`src/rtl/lsar_pkg.sv`:
```
`default_nettype none

package lsar_pkg;

  localparam int unsigned CountWidth = 16;
  localparam int unsigned TimeWidth  = 32;
  localparam int unsigned CfgIdxWidth  = 3;
  localparam int unsigned CfgDataWidth = 32;

  localparam logic [1:0] GainTop   = 2'd3;
  localparam logic [1:0] GainReset = 2'd1;
  localparam logic [2:0] TimeTop   = 3'd5;
  localparam logic [2:0] TimeReset = 3'd2;

  // configuration register indexes
  localparam logic [CfgIdxWidth-1:0] CfgExtreme   = 3'd0;
  localparam logic [CfgIdxWidth-1:0] CfgSaturated = 3'd1;
  localparam logic [CfgIdxWidth-1:0] CfgVeryLow   = 3'd2;
  localparam logic [CfgIdxWidth-1:0] CfgHigh      = 3'd3;
  localparam logic [CfgIdxWidth-1:0] CfgLow       = 3'd4;
  localparam logic [CfgIdxWidth-1:0] CfgInterval  = 3'd5;

  localparam logic [CountWidth-1:0] ExtremeReset   = 16'd60000;
  localparam logic [CountWidth-1:0] SaturatedReset = 16'd50000;
  localparam logic [CountWidth-1:0] VeryLowReset   = 16'd100;
  localparam logic [CountWidth-1:0] HighReset      = 16'd30000;
  localparam logic [CountWidth-1:0] LowReset       = 16'd1000;
  localparam logic [TimeWidth-1:0]  IntervalReset  = 32'd1000;

  typedef enum logic [1:0] {
    PRIO_NONE = 2'd0,
    PRIO_GAIN = 2'd1,
    PRIO_TIME = 2'd2,
    PRIO_BOTH = 2'd3
  } prio_e;

  // large downward jump of integration time on extreme saturation
  function automatic logic [2:0] time_jump_down(input logic [2:0] t);
    logic [2:0] r;
    begin
      if (t > TimeTop) begin
        r = t;
      end else if (t == TimeTop) begin
        r = 3'd2;
      end else if (t == 3'd4) begin
        r = 3'd1;
      end else begin
        r = 3'd0;
      end
      return r;
    end
  endfunction

endpackage

`default_nettype wire

```
`src/rtl/lsar_meas_if.sv`:
```
`default_nettype none

interface lsar_meas_if;
  logic        valid;
  logic        ready;
  logic [15:0] full_count;
  logic [31:0] now_ms;

  modport source (output valid, output full_count, output now_ms, input ready);
  modport sink (input valid, input full_count, input now_ms, output ready);
endinterface

`default_nettype wire

```
`src/rtl/lsar_res_if.sv`:
```
`default_nettype none

interface lsar_res_if;
  logic       valid;
  logic       ready;
  logic [1:0] gain_code;
  logic [2:0] time_code;
  logic       settings_changed;

  modport source (output valid, output gain_code, output time_code,
                  output settings_changed, input ready);
  modport sink (input valid, input gain_code, input time_code,
                input settings_changed, output ready);
endinterface

`default_nettype wire

```
`src/rtl/light_sensor_autorange_core.sv`:
```
`default_nettype none

// channel  | dir | handshake     | payload
// ---------+-----+---------------+-------------------------------------------
// meas     | in  | valid/ready   | full_count[15:0], now_ms[31:0]
// res      | out | valid/ready   | gain_code[1:0], time_code[2:0],
//          |     |               | settings_changed
// cfg      | in  | cfg_we_i only | cfg_idx_i[2:0], cfg_data_i[31:0]
//
// an item is held in the input register and is decided on the edge that loads
// the result register; one item is taken every cycle while the result is not
// stalled; the 32-bit elapsed-time subtract and compare sets the path.
// reset puts gain at step 1, time at step 2 and loads the default thresholds.
// a stalled result holds the input register; the state only moves when an
// item passes into the result register.

module light_sensor_autorange_core
  import lsar_pkg::*;
(
  input  wire logic                    clk_i,
  input  wire logic                    rst_ni,
  lsar_meas_if.sink                    meas,
  lsar_res_if.source                   res,
  input  wire logic                    cfg_we_i,
  input  wire logic [CfgIdxWidth-1:0]  cfg_idx_i,
  input  wire logic [CfgDataWidth-1:0] cfg_data_i
);

  // configuration
  logic [CountWidth-1:0] extreme_q, saturated_q, very_low_q, high_q, low_q;
  logic [TimeWidth-1:0]  interval_q;

  always_ff @(posedge clk_i or negedge rst_ni) begin
    if (!rst_ni) begin
      extreme_q   <= ExtremeReset;
      saturated_q <= SaturatedReset;
      very_low_q  <= VeryLowReset;
      high_q      <= HighReset;
      low_q       <= LowReset;
      interval_q  <= IntervalReset;
    end else if (cfg_we_i) begin
      case (cfg_idx_i)
        CfgExtreme:   extreme_q   <= cfg_data_i[CountWidth-1:0];
        CfgSaturated: saturated_q <= cfg_data_i[CountWidth-1:0];
        CfgVeryLow:   very_low_q  <= cfg_data_i[CountWidth-1:0];
        CfgHigh:      high_q      <= cfg_data_i[CountWidth-1:0];
        CfgLow:       low_q       <= cfg_data_i[CountWidth-1:0];
        CfgInterval:  interval_q  <= cfg_data_i[TimeWidth-1:0];
        default: ;
      endcase
    end
  end

  // input register
  logic                  in_valid_q;
  logic [CountWidth-1:0] count_q;
  logic [TimeWidth-1:0]  now_q;
  logic                  advance;

  // result register
  logic       res_valid_q;
  logic [1:0] res_gain_q;
  logic [2:0] res_time_q;
  logic       res_changed_q;

  assign advance    = in_valid_q && (!res_valid_q || res.ready);
  assign meas.ready = !in_valid_q || advance;

  always_ff @(posedge clk_i or negedge rst_ni) begin
    if (!rst_ni) begin
      in_valid_q <= 1'b0;
    end else if (meas.ready) begin
      in_valid_q <= meas.valid;
    end
  end

  always_ff @(posedge clk_i) begin
    if (meas.valid && meas.ready) begin
      count_q <= meas.full_count;
      now_q   <= meas.now_ms;
    end
  end

  // controller state
  logic [1:0]            gain_step_q, gain_step_d;
  logic [2:0]            time_step_q, time_step_d;
  logic [CountWidth-1:0] last_count_q, last_count_d;
  prio_e                 prio_q, prio_d;
  logic [TimeWidth-1:0]  last_change_q, last_change_d;
  logic                  changed;

  logic [TimeWidth-1:0] since;
  logic                 elapsed;
  logic                 gain_prio, time_prio;
  logic                 above_ext;
  logic [1:0]           ng;
  logic [2:0]           nt;
  logic                 fired;

  assign since   = now_q - last_change_q;
  assign elapsed = since >= interval_q;

  always_comb begin
    prio_d       = prio_q;
    last_count_d = last_count_q;
    if (elapsed) begin
      if (count_q == last_count_q) begin
        prio_d = (prio_q == PRIO_GAIN) ? PRIO_TIME : PRIO_GAIN;
      end else begin
        prio_d = PRIO_BOTH;
      end
      last_count_d = count_q;
    end
  end

  assign gain_prio = (prio_d == PRIO_GAIN) || (prio_d == PRIO_BOTH);
  assign time_prio = (prio_d == PRIO_TIME) || (prio_d == PRIO_BOTH);
  assign above_ext = count_q > extreme_q;

  // later rules override earlier ones, all computed from the held settings
  always_comb begin
    ng    = gain_step_q;
    nt    = time_step_q;
    fired = 1'b0;
    if (gain_prio && above_ext && gain_step_q != 2'd0) begin
      ng    = (gain_step_q == GainTop) ? 2'd1 : 2'd0;
      fired = 1'b1;
    end
    if (time_prio && above_ext && time_step_q != 3'd0) begin
      nt    = time_jump_down(time_step_q);
      fired = 1'b1;
    end
    if (count_q > saturated_q && !above_ext) begin
      if (gain_prio) begin
        if (gain_step_q != 2'd0) begin
          ng    = gain_step_q - 2'd1;
          fired = 1'b1;
        end
        if (time_step_q != 3'd0) begin
          nt    = (time_step_q <= TimeTop) ? time_step_q - 3'd1 : time_step_q;
          fired = 1'b1;
        end
      end
    end else if (count_q < very_low_q) begin
      if (time_step_q < TimeTop) begin
        nt    = time_step_q + 3'd1;
        fired = 1'b1;
      end else if (gain_step_q != GainTop) begin
        ng    = gain_step_q + 2'd1;
        fired = 1'b1;
      end
    end else if (count_q > high_q) begin
      if (time_step_q != 3'd0) begin
        nt    = (time_step_q <= TimeTop) ? time_step_q - 3'd1 : time_step_q;
        fired = 1'b1;
      end
    end else if (count_q < low_q) begin
      if (time_step_q < TimeTop) begin
        nt    = time_step_q + 3'd1;
        fired = 1'b1;
      end
    end
  end

  assign changed       = elapsed && fired && (ng != gain_step_q || nt != time_step_q);
  assign gain_step_d   = changed ? ng : gain_step_q;
  assign time_step_d   = changed ? nt : time_step_q;
  assign last_change_d = changed ? now_q : last_change_q;

  always_ff @(posedge clk_i or negedge rst_ni) begin
    if (!rst_ni) begin
      gain_step_q   <= GainReset;
      time_step_q   <= TimeReset;
      last_count_q  <= '0;
      prio_q        <= PRIO_NONE;
      last_change_q <= '0;
    end else if (advance) begin
      gain_step_q   <= gain_step_d;
      time_step_q   <= time_step_d;
      last_count_q  <= last_count_d;
      prio_q        <= prio_d;
      last_change_q <= last_change_d;
    end
  end

  always_ff @(posedge clk_i or negedge rst_ni) begin
    if (!rst_ni) begin
      res_valid_q <= 1'b0;
    end else if (!res_valid_q || res.ready) begin
      res_valid_q <= in_valid_q;
    end
  end

  always_ff @(posedge clk_i) begin
    if (advance) begin
      res_gain_q    <= gain_step_d;
      res_time_q    <= time_step_d;
      res_changed_q <= changed;
    end
  end

  assign res.valid            = res_valid_q;
  assign res.gain_code        = res_gain_q;
  assign res.time_code        = res_time_q;
  assign res.settings_changed = res_changed_q;

  // assertions

  // integration time never leaves the six legal steps
  a_time_legal: assert property (@(posedge clk_i) disable iff (!rst_ni)
    time_step_q <= TimeTop)
    else $error("time step out of range");

  // a stalled result freezes the controller state
  a_stall_holds: assert property (@(posedge clk_i) disable iff (!rst_ni)
    res_valid_q && !res.ready |=> $stable(gain_step_q) && $stable(time_step_q)
      && $stable(prio_q) && $stable(last_change_q))
    else $error("state moved while result stalled");

  // the change timestamp only moves together with a flagged result
  a_change_flagged: assert property (@(posedge clk_i) disable iff (!rst_ni)
    !$stable(last_change_q) |-> res_valid_q && res_changed_q)
    else $error("timestamp moved without a flagged item");

endmodule

`default_nettype wire
```
`src/flat_wrapper.sv`:
```
// flat-port wrapper written by rule: the top's interface ports become plain ports
module light_sensor_autorange_core_flat import lsar_pkg::*;
  (clk_i, rst_ni, cfg_we_i, cfg_idx_i, cfg_data_i, meas_valid, meas_full_count, meas_now_ms, meas_ready, res_valid, res_gain_code, res_time_code, res_settings_changed, res_ready);
  lsar_meas_if meas_i ();
  lsar_res_if res_i ();
  input  wire logic clk_i;
  input  wire logic rst_ni;
  input  wire logic cfg_we_i;
  input  wire logic [CfgIdxWidth-1:0] cfg_idx_i;
  input  wire logic [CfgDataWidth-1:0] cfg_data_i;
  input wire logic [$bits(meas_i.valid)-1:0] meas_valid;
  input wire logic [$bits(meas_i.full_count)-1:0] meas_full_count;
  input wire logic [$bits(meas_i.now_ms)-1:0] meas_now_ms;
  output wire logic [$bits(meas_i.ready)-1:0] meas_ready;
  output wire logic [$bits(res_i.valid)-1:0] res_valid;
  output wire logic [$bits(res_i.gain_code)-1:0] res_gain_code;
  output wire logic [$bits(res_i.time_code)-1:0] res_time_code;
  output wire logic [$bits(res_i.settings_changed)-1:0] res_settings_changed;
  input wire logic [$bits(res_i.ready)-1:0] res_ready;
  assign meas_i.valid = meas_valid;
  assign meas_i.full_count = meas_full_count;
  assign meas_i.now_ms = meas_now_ms;
  assign meas_ready = meas_i.ready;
  assign res_valid = res_i.valid;
  assign res_gain_code = res_i.gain_code;
  assign res_time_code = res_i.time_code;
  assign res_settings_changed = res_i.settings_changed;
  assign res_i.ready = res_ready;
  light_sensor_autorange_core u_core (.clk_i(clk_i), .rst_ni(rst_ni), .meas(meas_i), .res(res_i), .cfg_we_i(cfg_we_i), .cfg_idx_i(cfg_idx_i), .cfg_data_i(cfg_data_i));
endmodule
```
`config.mk`:
```
export PLATFORM = sky130hd
export DESIGN_NAME = light_sensor_autorange_core_flat
export DESIGN_NICKNAME = d
export VERILOG_FILES = /design/src/rtl/lsar_pkg.sv /design/src/rtl/lsar_meas_if.sv /design/src/rtl/lsar_res_if.sv /design/src/rtl/light_sensor_autorange_core.sv /design/src/flat_wrapper.sv
export SDC_FILE = /design/constraint.sdc
export NUM_CORES = 1
export LEC_CHECK = 0
export ABC_AREA = 1
export BUFFER_PORTS_ARGS = -buffer_cell sky130_fd_sc_hd__clkbuf_2
export CAP_MARGIN = 20
export CORE_MARGIN = 1.5
export CORE_UTILIZATION = 50
export DETAILED_ROUTE_END_ITERATION = 6
export PLACE_DENSITY = 0.68
export SYNTH_ARGS = -nofsm -noshare
export SYNTH_HDL_FRONTEND = slang
export SYNTH_SLANG_ARGS = --single-unit
```
`constraint.sdc`:
```
create_clock -name clk_i -period 12.6 [get_ports clk_i]
set_clock_uncertainty 0.05 [all_clocks]
set_input_delay 1.26 -clock clk_i [delete_from_list [all_inputs] [get_ports clk_i]]
set_output_delay 1.26 -clock clk_i [all_outputs]
set_load 0.02 [all_outputs]
```
==> results.md, run 1 <==
* Outcome: complete, no violations
* Number of global-route vias before repair at a little over 10,000
* DR WL/cell at around 15 µm
* Register area at 5900 µm²
* Die Span Y at 166 µm
* Mapped Nets at 1,766
* Die area at roughly 28,000 µm²
* Syn_area_per_cell at 8.75 µm²
* CP Launch Type: register
* Most frequent cell after synthesis: nand2_1
* Worst-path clk slew at roughly 60 ps
* Post-route setup TNS at 0 ps
* # IOs at 96
* Setup Buffers After CTS at 0
* Clock Sinks at 223
* Total chip power at around 3.2 mW
* Worst R2R Setup Slack at approximately 6400 ps
* Starting Density at between 50% and 60%
* CTS tree: yes
* GRT Total Usage at a little over a fifth
* Largest net degree at the start of global routing at ~110
* Fin crit period at 6210 ps
* Routed Antenna Nets at 0
* Remaining DRCs at 0
* Worst Hold End: u_core.last_change_q[1]
* H-Tree Depth at 1
* ANT cells at 0
* Vias per cell at roughly 5.2
* First-pass GRT wire length at about 49 mm
* Share of cells above drive strength 1 at around 16%
* Setup-failing EPs final at 0
* Worst r2r path cells at 32
* Port Buf Inserts at 95
* Leakage Power at 7.33 nW
* DRT Pass-1 Iters at 7
* Final GP Congestion at around 0.85
* Top cell type by total area after synthesis: dfrtp_1
* Hold Path Class: register to register
* RR Startpoint: u_core.now_q[2]
* Peak supply drop at 0.124 mV
* Post-CTS Resized at 0
* Max-slew violation count at 0
* DP HPWL at ~21 mm
* CP Capture Type: register
* Final Cycle Share at between 40% and 50%
* FP Rows at 59
* Worst hold stages at 2
* Crit path launch: u_core.now_q[2]
* Worst setup path class: register to register
* Ranking of synthesized cells by area: dfrtp_1 (25%), ha_1 (14%), edfxtp_1 (12%)
* Crit path required time at 12,940 ps
* Post-Route WL at 29.3 mm
* Arrival @ worst endpoint at 6560 ps
* Crit-path most repeated cell: nand2_1
* Grt ovf at 0
* Crit-path max FO at 35
* FFs w/ async S/R, synth at approximately 76%
* Worst hold start: u_core.last_change_q[1]
* Post-synth top area share at 24.7%
* Chip Width at 166 µm
* Clock Latency Late Sink at roughly 520 ps
* Core Region at between 20,000 and 30,000 µm²
* Slew @ Worst Pin at approximately 990 ps
* Num CTS Buffers at 24
* Cell Pwr Density at between 200 and 250 nW/µm²
* Slowest cell on crit path: nand3_4
* Max Cap Viol at 0
* Reg2Reg Capture Point: u_core.last_change_q[2]
* Final nets at around 1,900
* Fmax at between 0.15 and 0.2 GHz
* Fin. Hold Viols at 0
* Syn Std Cell Area at between 10,000 and 15,000 µm²
* Vias at 10,300
* CP max stage delay at roughly 630 ps
* Initial DRC Count at approximately 510
* Fillers at around 2,400
* Register area share after synthesis at between 40 and 50%
* Relative slew slack at between 30% and 40%
* Synth Flop Type: dfrtp_1
* Netlist cell types at 50
* Multi-input logic area at 6420 µm²
* Post-synth EDFFs at 54
* Synth-to-layout area growth at 11.3%
* RSZ-0062 raised after global routing: no
* Gate Count Post-Synth at between 1,500 and 2,000
* CTS Buffer Depth at 3
* Initial antenna violation count at 0
* CTS Root Buffer Type: clkbuf_16
* Warnings, synthesis at 0
* Hold_buf cts at 0
* Post-synthesis register bit count at around 220
* Post-synth top cells: nand2_1 (331), inv_1 (211), ha_1 (150)
-- cell usage in the layout, fill, tap and decap left out, drive strengths merged --
| cell | count |
|---|---|
| mux2i | 3 |
| xor2 | 21 |
| clkbuf | 133 |
| a211oi | 2 |
| nand3 | 51 |
| a22o | 1 |
| a31oi | 6 |
| clkinv | 5 |
| edfxtp | 54 |
| fa | 1 |
| clkinvlp | 1 |
| nand4 | 49 |
| nand3b | 1 |
| a22oi | 1 |
| o21a | 5 |
| nor2 | 69 |
| o21ai | 137 |
| ha | 150 |
| a21boi | 3 |
| o221ai | 1 |
| o41ai | 1 |
| o31ai | 1 |
| o211ai | 6 |
| mux2 | 13 |
| nand2 | 372 |
| or2 | 2 |
| a21o | 2 |
| nor3 | 8 |
| buf | 7 |
| inv | 223 |
| dfrtp | 132 |
| o211a | 1 |
| dfstp | 37 |
| a21oi | 109 |
| nor4 | 2 |
| xnor2 | 24 |
-- worst max path at each step --
stage                     slack (ps)                       end
after floorplan                 7840  u_core.last_change_q[31]
after global placement          6540   u_core.last_change_q[0]
after detailed placement        6390   u_core.last_change_q[2]
after CTS                       6340   u_core.last_change_q[2]
after global routing            5580   u_core.last_change_q[0]
final                           6390   u_core.last_change_q[2]
-- metrics by stage --
step	worst slack (ps)	cell area [µm²]	instances	hold WS, ps	util [%]
final	6390	14900	1969	419	56.9
after global routing	5580	14900	1969	454	56.9
after CTS	6340	14800	1965	426	56.7
after detailed placement	6390	14100	1921	411	53.9
after global placement	6540	14100	1921	408	53.9
after floorplan	7840	13400	1527	392	-
-- sequential cells by signal, summed over array words and instances (netlist names) --
signal / count
u_core.res.valid: 1
u_core.very_low_q: 16
u_core.saturated_q: 16
u_core.last_count_q: 16
u_core.low_q: 16
u_core.extreme_q: 16
u_core.interval_q: 32
u_core.high_q: 16
u_core.gain_step_q: 2
u_core.last_change_q: 32
u_core.res.gain_code: 2
u_core.prio_q: 2
u_core.res.time_code: 3
u_core.in_valid_q: 1
u_core.time_step_q: 3
u_core.count_q: 16
u_core.res.settings_changed: 1
u_core.now_q: 32
-- logic make-up after synthesis --
group | count (synthesis) | share of synthesized area (%)
compound gates | 276 | 11.1
mux | 16 | 1.32
simple gates | 554 | 18.5
buf+inv | 262 | 7.81
xor+xnor | 45 | 2.95
fa+ha+maj | 151 | 14.2
flops | 223 | 44.1
-- where the power goes --
group | leakage (nW) | switching, mW | internal [mW]
combinational | 4.45 | 0.879 | 0.556
clock | 0.354 | 0.281 | 0.382
sequential | 2.53 | 0.119 | 0.940
total | 7.33 | 1.28 | 1.88
-- routing by layer --
layer  wire length [µm]  vias to the layer above  GRT usage (%)
met5                  0                        -              0
met4                557                        0           4.74
met3               1170                       33           2.52
met2              13800                      197           37.2
met1              13800                     4793           29.8
li1                   -                     5231              -
-- critical path, delay by kind of cell (launching register included) --
| kind | cells | cell delay, ps |
|---|---|---|
| buffers and inverters | 2 | 640 |
| and+or+nand+nor | 16 | 2330 |
| xor gates and xnor gates | 1 | 140 |
| DFF | 1 | 390 |
| AOI/OAI and AO/OA | 11 | 1860 |
| adders and majority gates | 2 | 630 |
-- final cells by class --
class / instances / area share (%)
clock inverter: 5 / 0.168
inverter: 224 / 5.65
timing repair buffer: 101 / 3.78
clock buffer: 39 / 4.76
sequential: 223 / 39.6
multi-input combinational: 1042 / 43.2
tap: 335 / 2.82
Power figures use the tool's default switching activity.
==> inputs of run 2 (changes only) <==
clock period = 6.3 ns   (was 12.6 ns; I/O delays follow)
==> run 2 against run 1 <==
Compared with the run above:
- the run now ends with design-rule violations left
- non-clock buffer count grew 4
- first-iteration DRC count grew 14%
- register-to-register slack got worse by 5600 ps
- hold slack got worse by 330 ps
- die area stayed put
- routed wire length down 1.6%
- power increased by 110%
- core utilization up 0.50 points
- sequential power rose by 100%
- critical path type unchanged
- largest cell class unchanged
==> results.md, run 2 (synthesis results as in run 1) <==
* Outcome: complete, but fails checks
* Failing checks: design-rule violations
* Routed Antenna Nets at 0
* Peak supply drop at 0.327 mV
* Initial DRC Count at ~590
* Multi-input logic area at 6420 µm²
* Worst-path clk slew at approximately 60 ps
* CP Launch Type: register
* RSZ-0062 raised after global routing: no
* Clock Latency Late Sink at roughly 520 ps
* Crit path launch: u_core.now_q[2]
* Hold_buf cts at 0
* Crit-path max FO at 33
* Die area at between 20,000 and 30,000 µm²
* FP Rows at 59
* DRT Pass-1 Iters at 7
* Max-slew violation count at 0
* Most common cell after layout, fill and taps aside: nand2_1
* Core Region at about 26,000 µm²
* Worst r2r path cells at 36
* Vias at about 10,000
* Relative slew slack at around 35%
* RR Startpoint: u_core.now_q[2]
* Regs by FF count: u_core.interval_q: 32 flops, u_core.last_change_q: 32 flops, u_core.now_q: 32 flops
* CTS tree: yes
* Register area at about 5900 µm²
* Starting Density at 51.1%
* Vias per cell at slightly above 5
* Remaining DRCs at 4
* Post-CTS Resized at 0
* Fillers at about 2,400
* Die Span Y at 166 µm
* Port Buf Inserts at 95
* Post-Route WL at between 20 and 30 mm
* Largest net degree at the start of global routing at 79
* Worst setup path class: register to register
* Chip Width at around 170 µm
* CTS Root Buffer Type: clkbuf_16
* Num CTS Buffers at 25
* Slowest cell on crit path: edfxtp_1
* Arrival @ worst endpoint at 5920 ps
* Crit path required time at approximately 6700 ps
* Cell Pwr Density at 432 nW/µm²
* Hold Path Class: input pin to async pin
* Number of global-route vias before repair at 9,975
* First-pass GRT wire length at 48.5 mm
* Clock Sinks at around 220
* Grt ovf at 0
* # IOs at between 90 and 100
* Util after Layout at between 50% and 60%
* Setup Buffers After CTS at 0
* Post-route setup TNS at 0 ps
* DR WL/cell at 14.6 µm
* H-Tree Depth at 1
* Final nets at roughly 1,900
* Final Cycle Share at just under 90%
* CP Capture Type: register
* Setup-failing EPs final at 0
* Initial antenna violation count at 0
* Fin crit period at roughly 5600 ps
* GRT Total Usage at a little over a fifth
* Max Cap Viol at 0
* CP max stage delay at ~400 ps
* Most frequent cells in the layout: nand2_1 (330), inv_1 (210), ha_1 (150)
* Final GP Congestion at roughly 0.87
* Crit-path most repeated cell: nand2_1
* Share of cells above drive strength 1 at approximately 16%
* Leakage Power at around 7.4 nW
* Worst R2R Setup Slack at between 700 and 800 ps
* Fmax at roughly 0.18 GHz
* Reg2Reg Capture Point: u_core.last_change_q[2]
* DP HPWL at ~21 mm
* ANT cells at 0
* CTS Buffer Depth at 3
* Fin. Hold Viols at 0
* Synth-to-layout area growth at 12.3%
* Slew @ Worst Pin at 966 ps
## run 2: worst max-delay path by stage
| stage | endpoint | slack (ps) | cells past startpoint |
|---|---|---|---|
| floorplan | u_core.last_change_q[31] | 1540 | 37 |
| global placement | u_core.last_change_q[31] | 750 | 40 |
| detailed placement | u_core.last_change_q[6] | 650 | 36 |
| CTS | u_core.last_change_q[2] | 600 | 36 |
| global route | u_core.last_change_q[4] | 30 | 40 |
| finish | u_core.last_change_q[2] | 740 | 36 |
## run 2: report_power, final
part	internal, mW	switching (mW)
Sequential	1.88	0.234
Clock	0.875	0.587
Combinational	1.14	1.76
Total	3.89	2.59
## run 2: per-stage QoR
stage               cell area, µm²  setup WS, ps  power [mW]  std cells  hold slack (ps)
finish                       15000           736        6.48       1975             91.8
global route                 15000          26.7        7.07       1975              143
CTS                          14900           599        6.53       1971              114
detailed placement           14100           646        5.03       1925              410
global placement             14100           752        4.95       1925              406
floorplan                    13400          1540        4.39       1527              284
## run 2: routing by layer
| metal | track usage, % | part of all wire, % | vias to the layer above |
|---|---|---|---|
| met1 | 29.4 | 48 | 4768 |
| met5 | 0 | 0 | - |
| li1 | - | - | 5248 |
| met2 | 35.7 | 46 | 174 |
| met4 | 5.30 | 2.0 | 0 |
| met3 | 2.45 | 3.9 | 35 |
## run 2: critical path, delay by kind of cell, from the launching register on
kind / cells / cell delay (ps)
AOI/OAI and AO/OA: 11 / 1950
xor gates and xnor gates: 1 / 160
adders and majority gates: 2 / 620
buffers and inverters: 3 / 410
DFF: 1 / 400
and+or+nand+nor: 19 / 1820
## run 2: area by class of cell
cell class              count  area share [%]
inverters                 224            5.60
clock buffers              32            4.48
clock inverters            14            1.00
multi-input cells        1042            42.8
repair buffers            105            4.03
flip-flops and latches    223            39.3
well taps                 335            2.79
==> inputs of run 3 (changes only) <==
CELL_PAD_IN_SITES_DETAIL_PLACEMENT = 0   (was unset)
CELL_PAD_IN_SITES_GLOBAL_PLACEMENT = 1   (was unset)
CORE_UTILIZATION = 47   (was 50)
PLACE_DENSITY = 0.83   (was 0.68)
SLEW_MARGIN = 20   (was unset)
==> run 3 against run 2 <==
Compared with the run above:
- the flow now finishes without violations
- die area increased by 6.3%
- combinational power about the same
- flip-flop and latch count unchanged
- clock power is 9% higher
- clock-buffer cell count rose by 3
- critical path depth did not move
- register-to-register slack got worse by 70 ps
- critical path type unchanged
- critical endpoint is now u_core.last_change_q[4]
- largest power group unchanged
==> results.md, run 3 (synthesis results as in run 1) <==
* Outcome: complete, no violations
* Clock Sinks at approximately 220
* Die Span Y at approximately 170 µm
* Routed Antenna Nets at 0
* DR WL/cell at 15.0 µm
* Number of global-route vias before repair at around 10,000
* Starting Density at a little under half
* GRT Total Usage at 21.2%
* Initial antenna violation count at 0
* Num CTS Buffers at 25
* Fin crit period at between 5000 and 6000 ps
* Final GP Congestion at 0.877
* Port Buf Inserts at 95
* CTS Root Buffer Type: clkbuf_16
* Worst setup path class: register to register
* H-Tree Depth at 1
* Peak supply drop at roughly 0.27 mV
* CTS tree: yes
* Final Cycle Share at 89.5%
* Post-route setup TNS at 0 ps
* Largest net degree at the start of global routing at 75
* CTS Buffer Depth at 3
* Worst-path clk slew at approximately 60 ps
* Vias at 10,300
* Share of cells above drive strength 1 at approximately 16%
* # IOs at 96
* FP Rows at 61
* ANT cells at 0
* Most frequent cells in the layout: nand2_1 (330), inv_1 (210), ha_1 (150)
* CP max stage delay at roughly 400 ps
* Fin. Hold Viols at 0
* RSZ-0062 raised after global routing: no
* First-pass GRT wire length at around 50 mm
* Fmax at 0.177 GHz
* Regs by FF count: u_core.interval_q: 32 flops, u_core.last_change_q: 32 flops, u_core.now_q: 32 flops
* Leakage Power at 7.43 nW
* Util after Layout at between 50 and 60%
* Crit path required time at around 6700 ps
* Remaining DRCs at 0
* Final nets at 1,858
* Relative slew slack at between 30% and 40%
* Arrival @ worst endpoint at 6000 ps
* Initial DRC Count at 600
* Cell Pwr Density at between 400 and 500 nW/µm²
* Synth-to-layout area growth at 13.1%
* Vias per cell at just over 5
* Slew @ Worst Pin at between 900 and 1000 ps
* Max Cap Viol at 0
* DP HPWL at between 20 and 25 mm
* Setup-failing EPs final at 0
* Clock Latency Late Sink at between 500 and 600 ps
* Max-slew violation count at 0
* Hold Path Class: input pin to async pin
* Crit-path max FO at 33
* Post-Route WL at between 30 and 40 mm
* Crit-path most repeated cell: nand2_1
* DRT Pass-1 Iters at 5
* Worst r2r path cells at 36
* Die area at 29,500 µm²
* Slowest cell on crit path: edfxtp_1
* CP Capture Type: register
* Core Region at ~28,000 µm²
* Most common cell after layout, fill and taps aside: nand2_1
* Hold_buf cts at 0
* Chip Width at approximately 170 µm
* Grt ovf at 0
* CP Launch Type: register
-- run 3: cell types whose count changed in the layout (fill, tap and decap cells not counted), sizes merged --
cell	before	now
inv	224	223
clkbuf	126	129
clkinv	9	6
clkinvlp	2	0
bufinv	3	5
nand3	51	52
buf	11	8
-- run 3: through the flow --
| step | area (µm²) | setup slack (ps) | hold WS, ps | cells | power, mW |
|---|---|---|---|---|---|
| floorplan | 13400 | 1540 | 284 | 1527 | 4.39 |
| global placement | 14200 | 536 | 404 | 1968 | 4.97 |
| detailed placement | 14200 | 486 | 413 | 1968 | 5.02 |
| CTS | 15100 | 426 | 94.8 | 2013 | 6.66 |
| global route | 15100 | 34.8 | 132 | 2015 | 7.22 |
| finish | 15100 | 662 | 75.7 | 2015 | 6.63 |
-- run 3: final timing paths --
check | start | endpoint | slack [ps]
max in group asynchronous | rst_ni | u_core.saturated_q[11] | 4890
min | rst_ni | u_core.interval_q[0] | 80
min reg2reg | u_core.last_change_q[1] | u_core.last_change_q[1] | 420
max | u_core.now_q[2] | u_core.last_change_q[4] | 660
min in group clk_i | meas_now_ms[10] | u_core.now_q[10] | 220
max reg2reg | u_core.now_q[2] | u_core.last_change_q[4] | 660
-- run 3: where the power goes --
| group | switching, mW | leakage, nW | internal (mW) |
|---|---|---|---|
| Combinational | 1.80 | 4.46 | 1.13 |
| Clock | 0.599 | 0.440 | 0.991 |
| Sequential | 0.234 | 2.53 | 1.88 |
| Total | 2.63 | 7.43 | 4.00 |
-- run 3: worst max-delay path: cells and delay by family, from the launching register on --
family	cells	cell delay, ps
compound gates	11	1920
simple gates	19	1910
fa+ha+maj	2	640
buf+inv	3	430
flops	1	400
xor+xnor	1	160
-- run 3: area by class of cell --
| class | count | area, µm² |
|---|---|---|
| clock buffers | 35 | 713 |
| clock inverters | 10 | 179 |
| fillers | 2607 | 12700 |
| inverters | 224 | 841 |
| multi-input cells | 1043 | 6460 |
| flip-flops and latches | 223 | 5900 |
| well taps | 378 | 473 |
| repair buffers | 102 | 554 |
-- run 3: repair_timing --
action | 4_1_cts | 5_1_grt
setup buffers | 0 | 0
gates resized for setup | 0 | 2
endpoints found under the setup margin | 0 | 33
endpoints found under the hold margin | 0 | 0
-- run 3: routing by layer --
metal	track usage [%]	wire (µm)
met2	34.7	13700
met4	6.10	807
met5	0	0
met3	2.28	1010
met1	29.6	14700
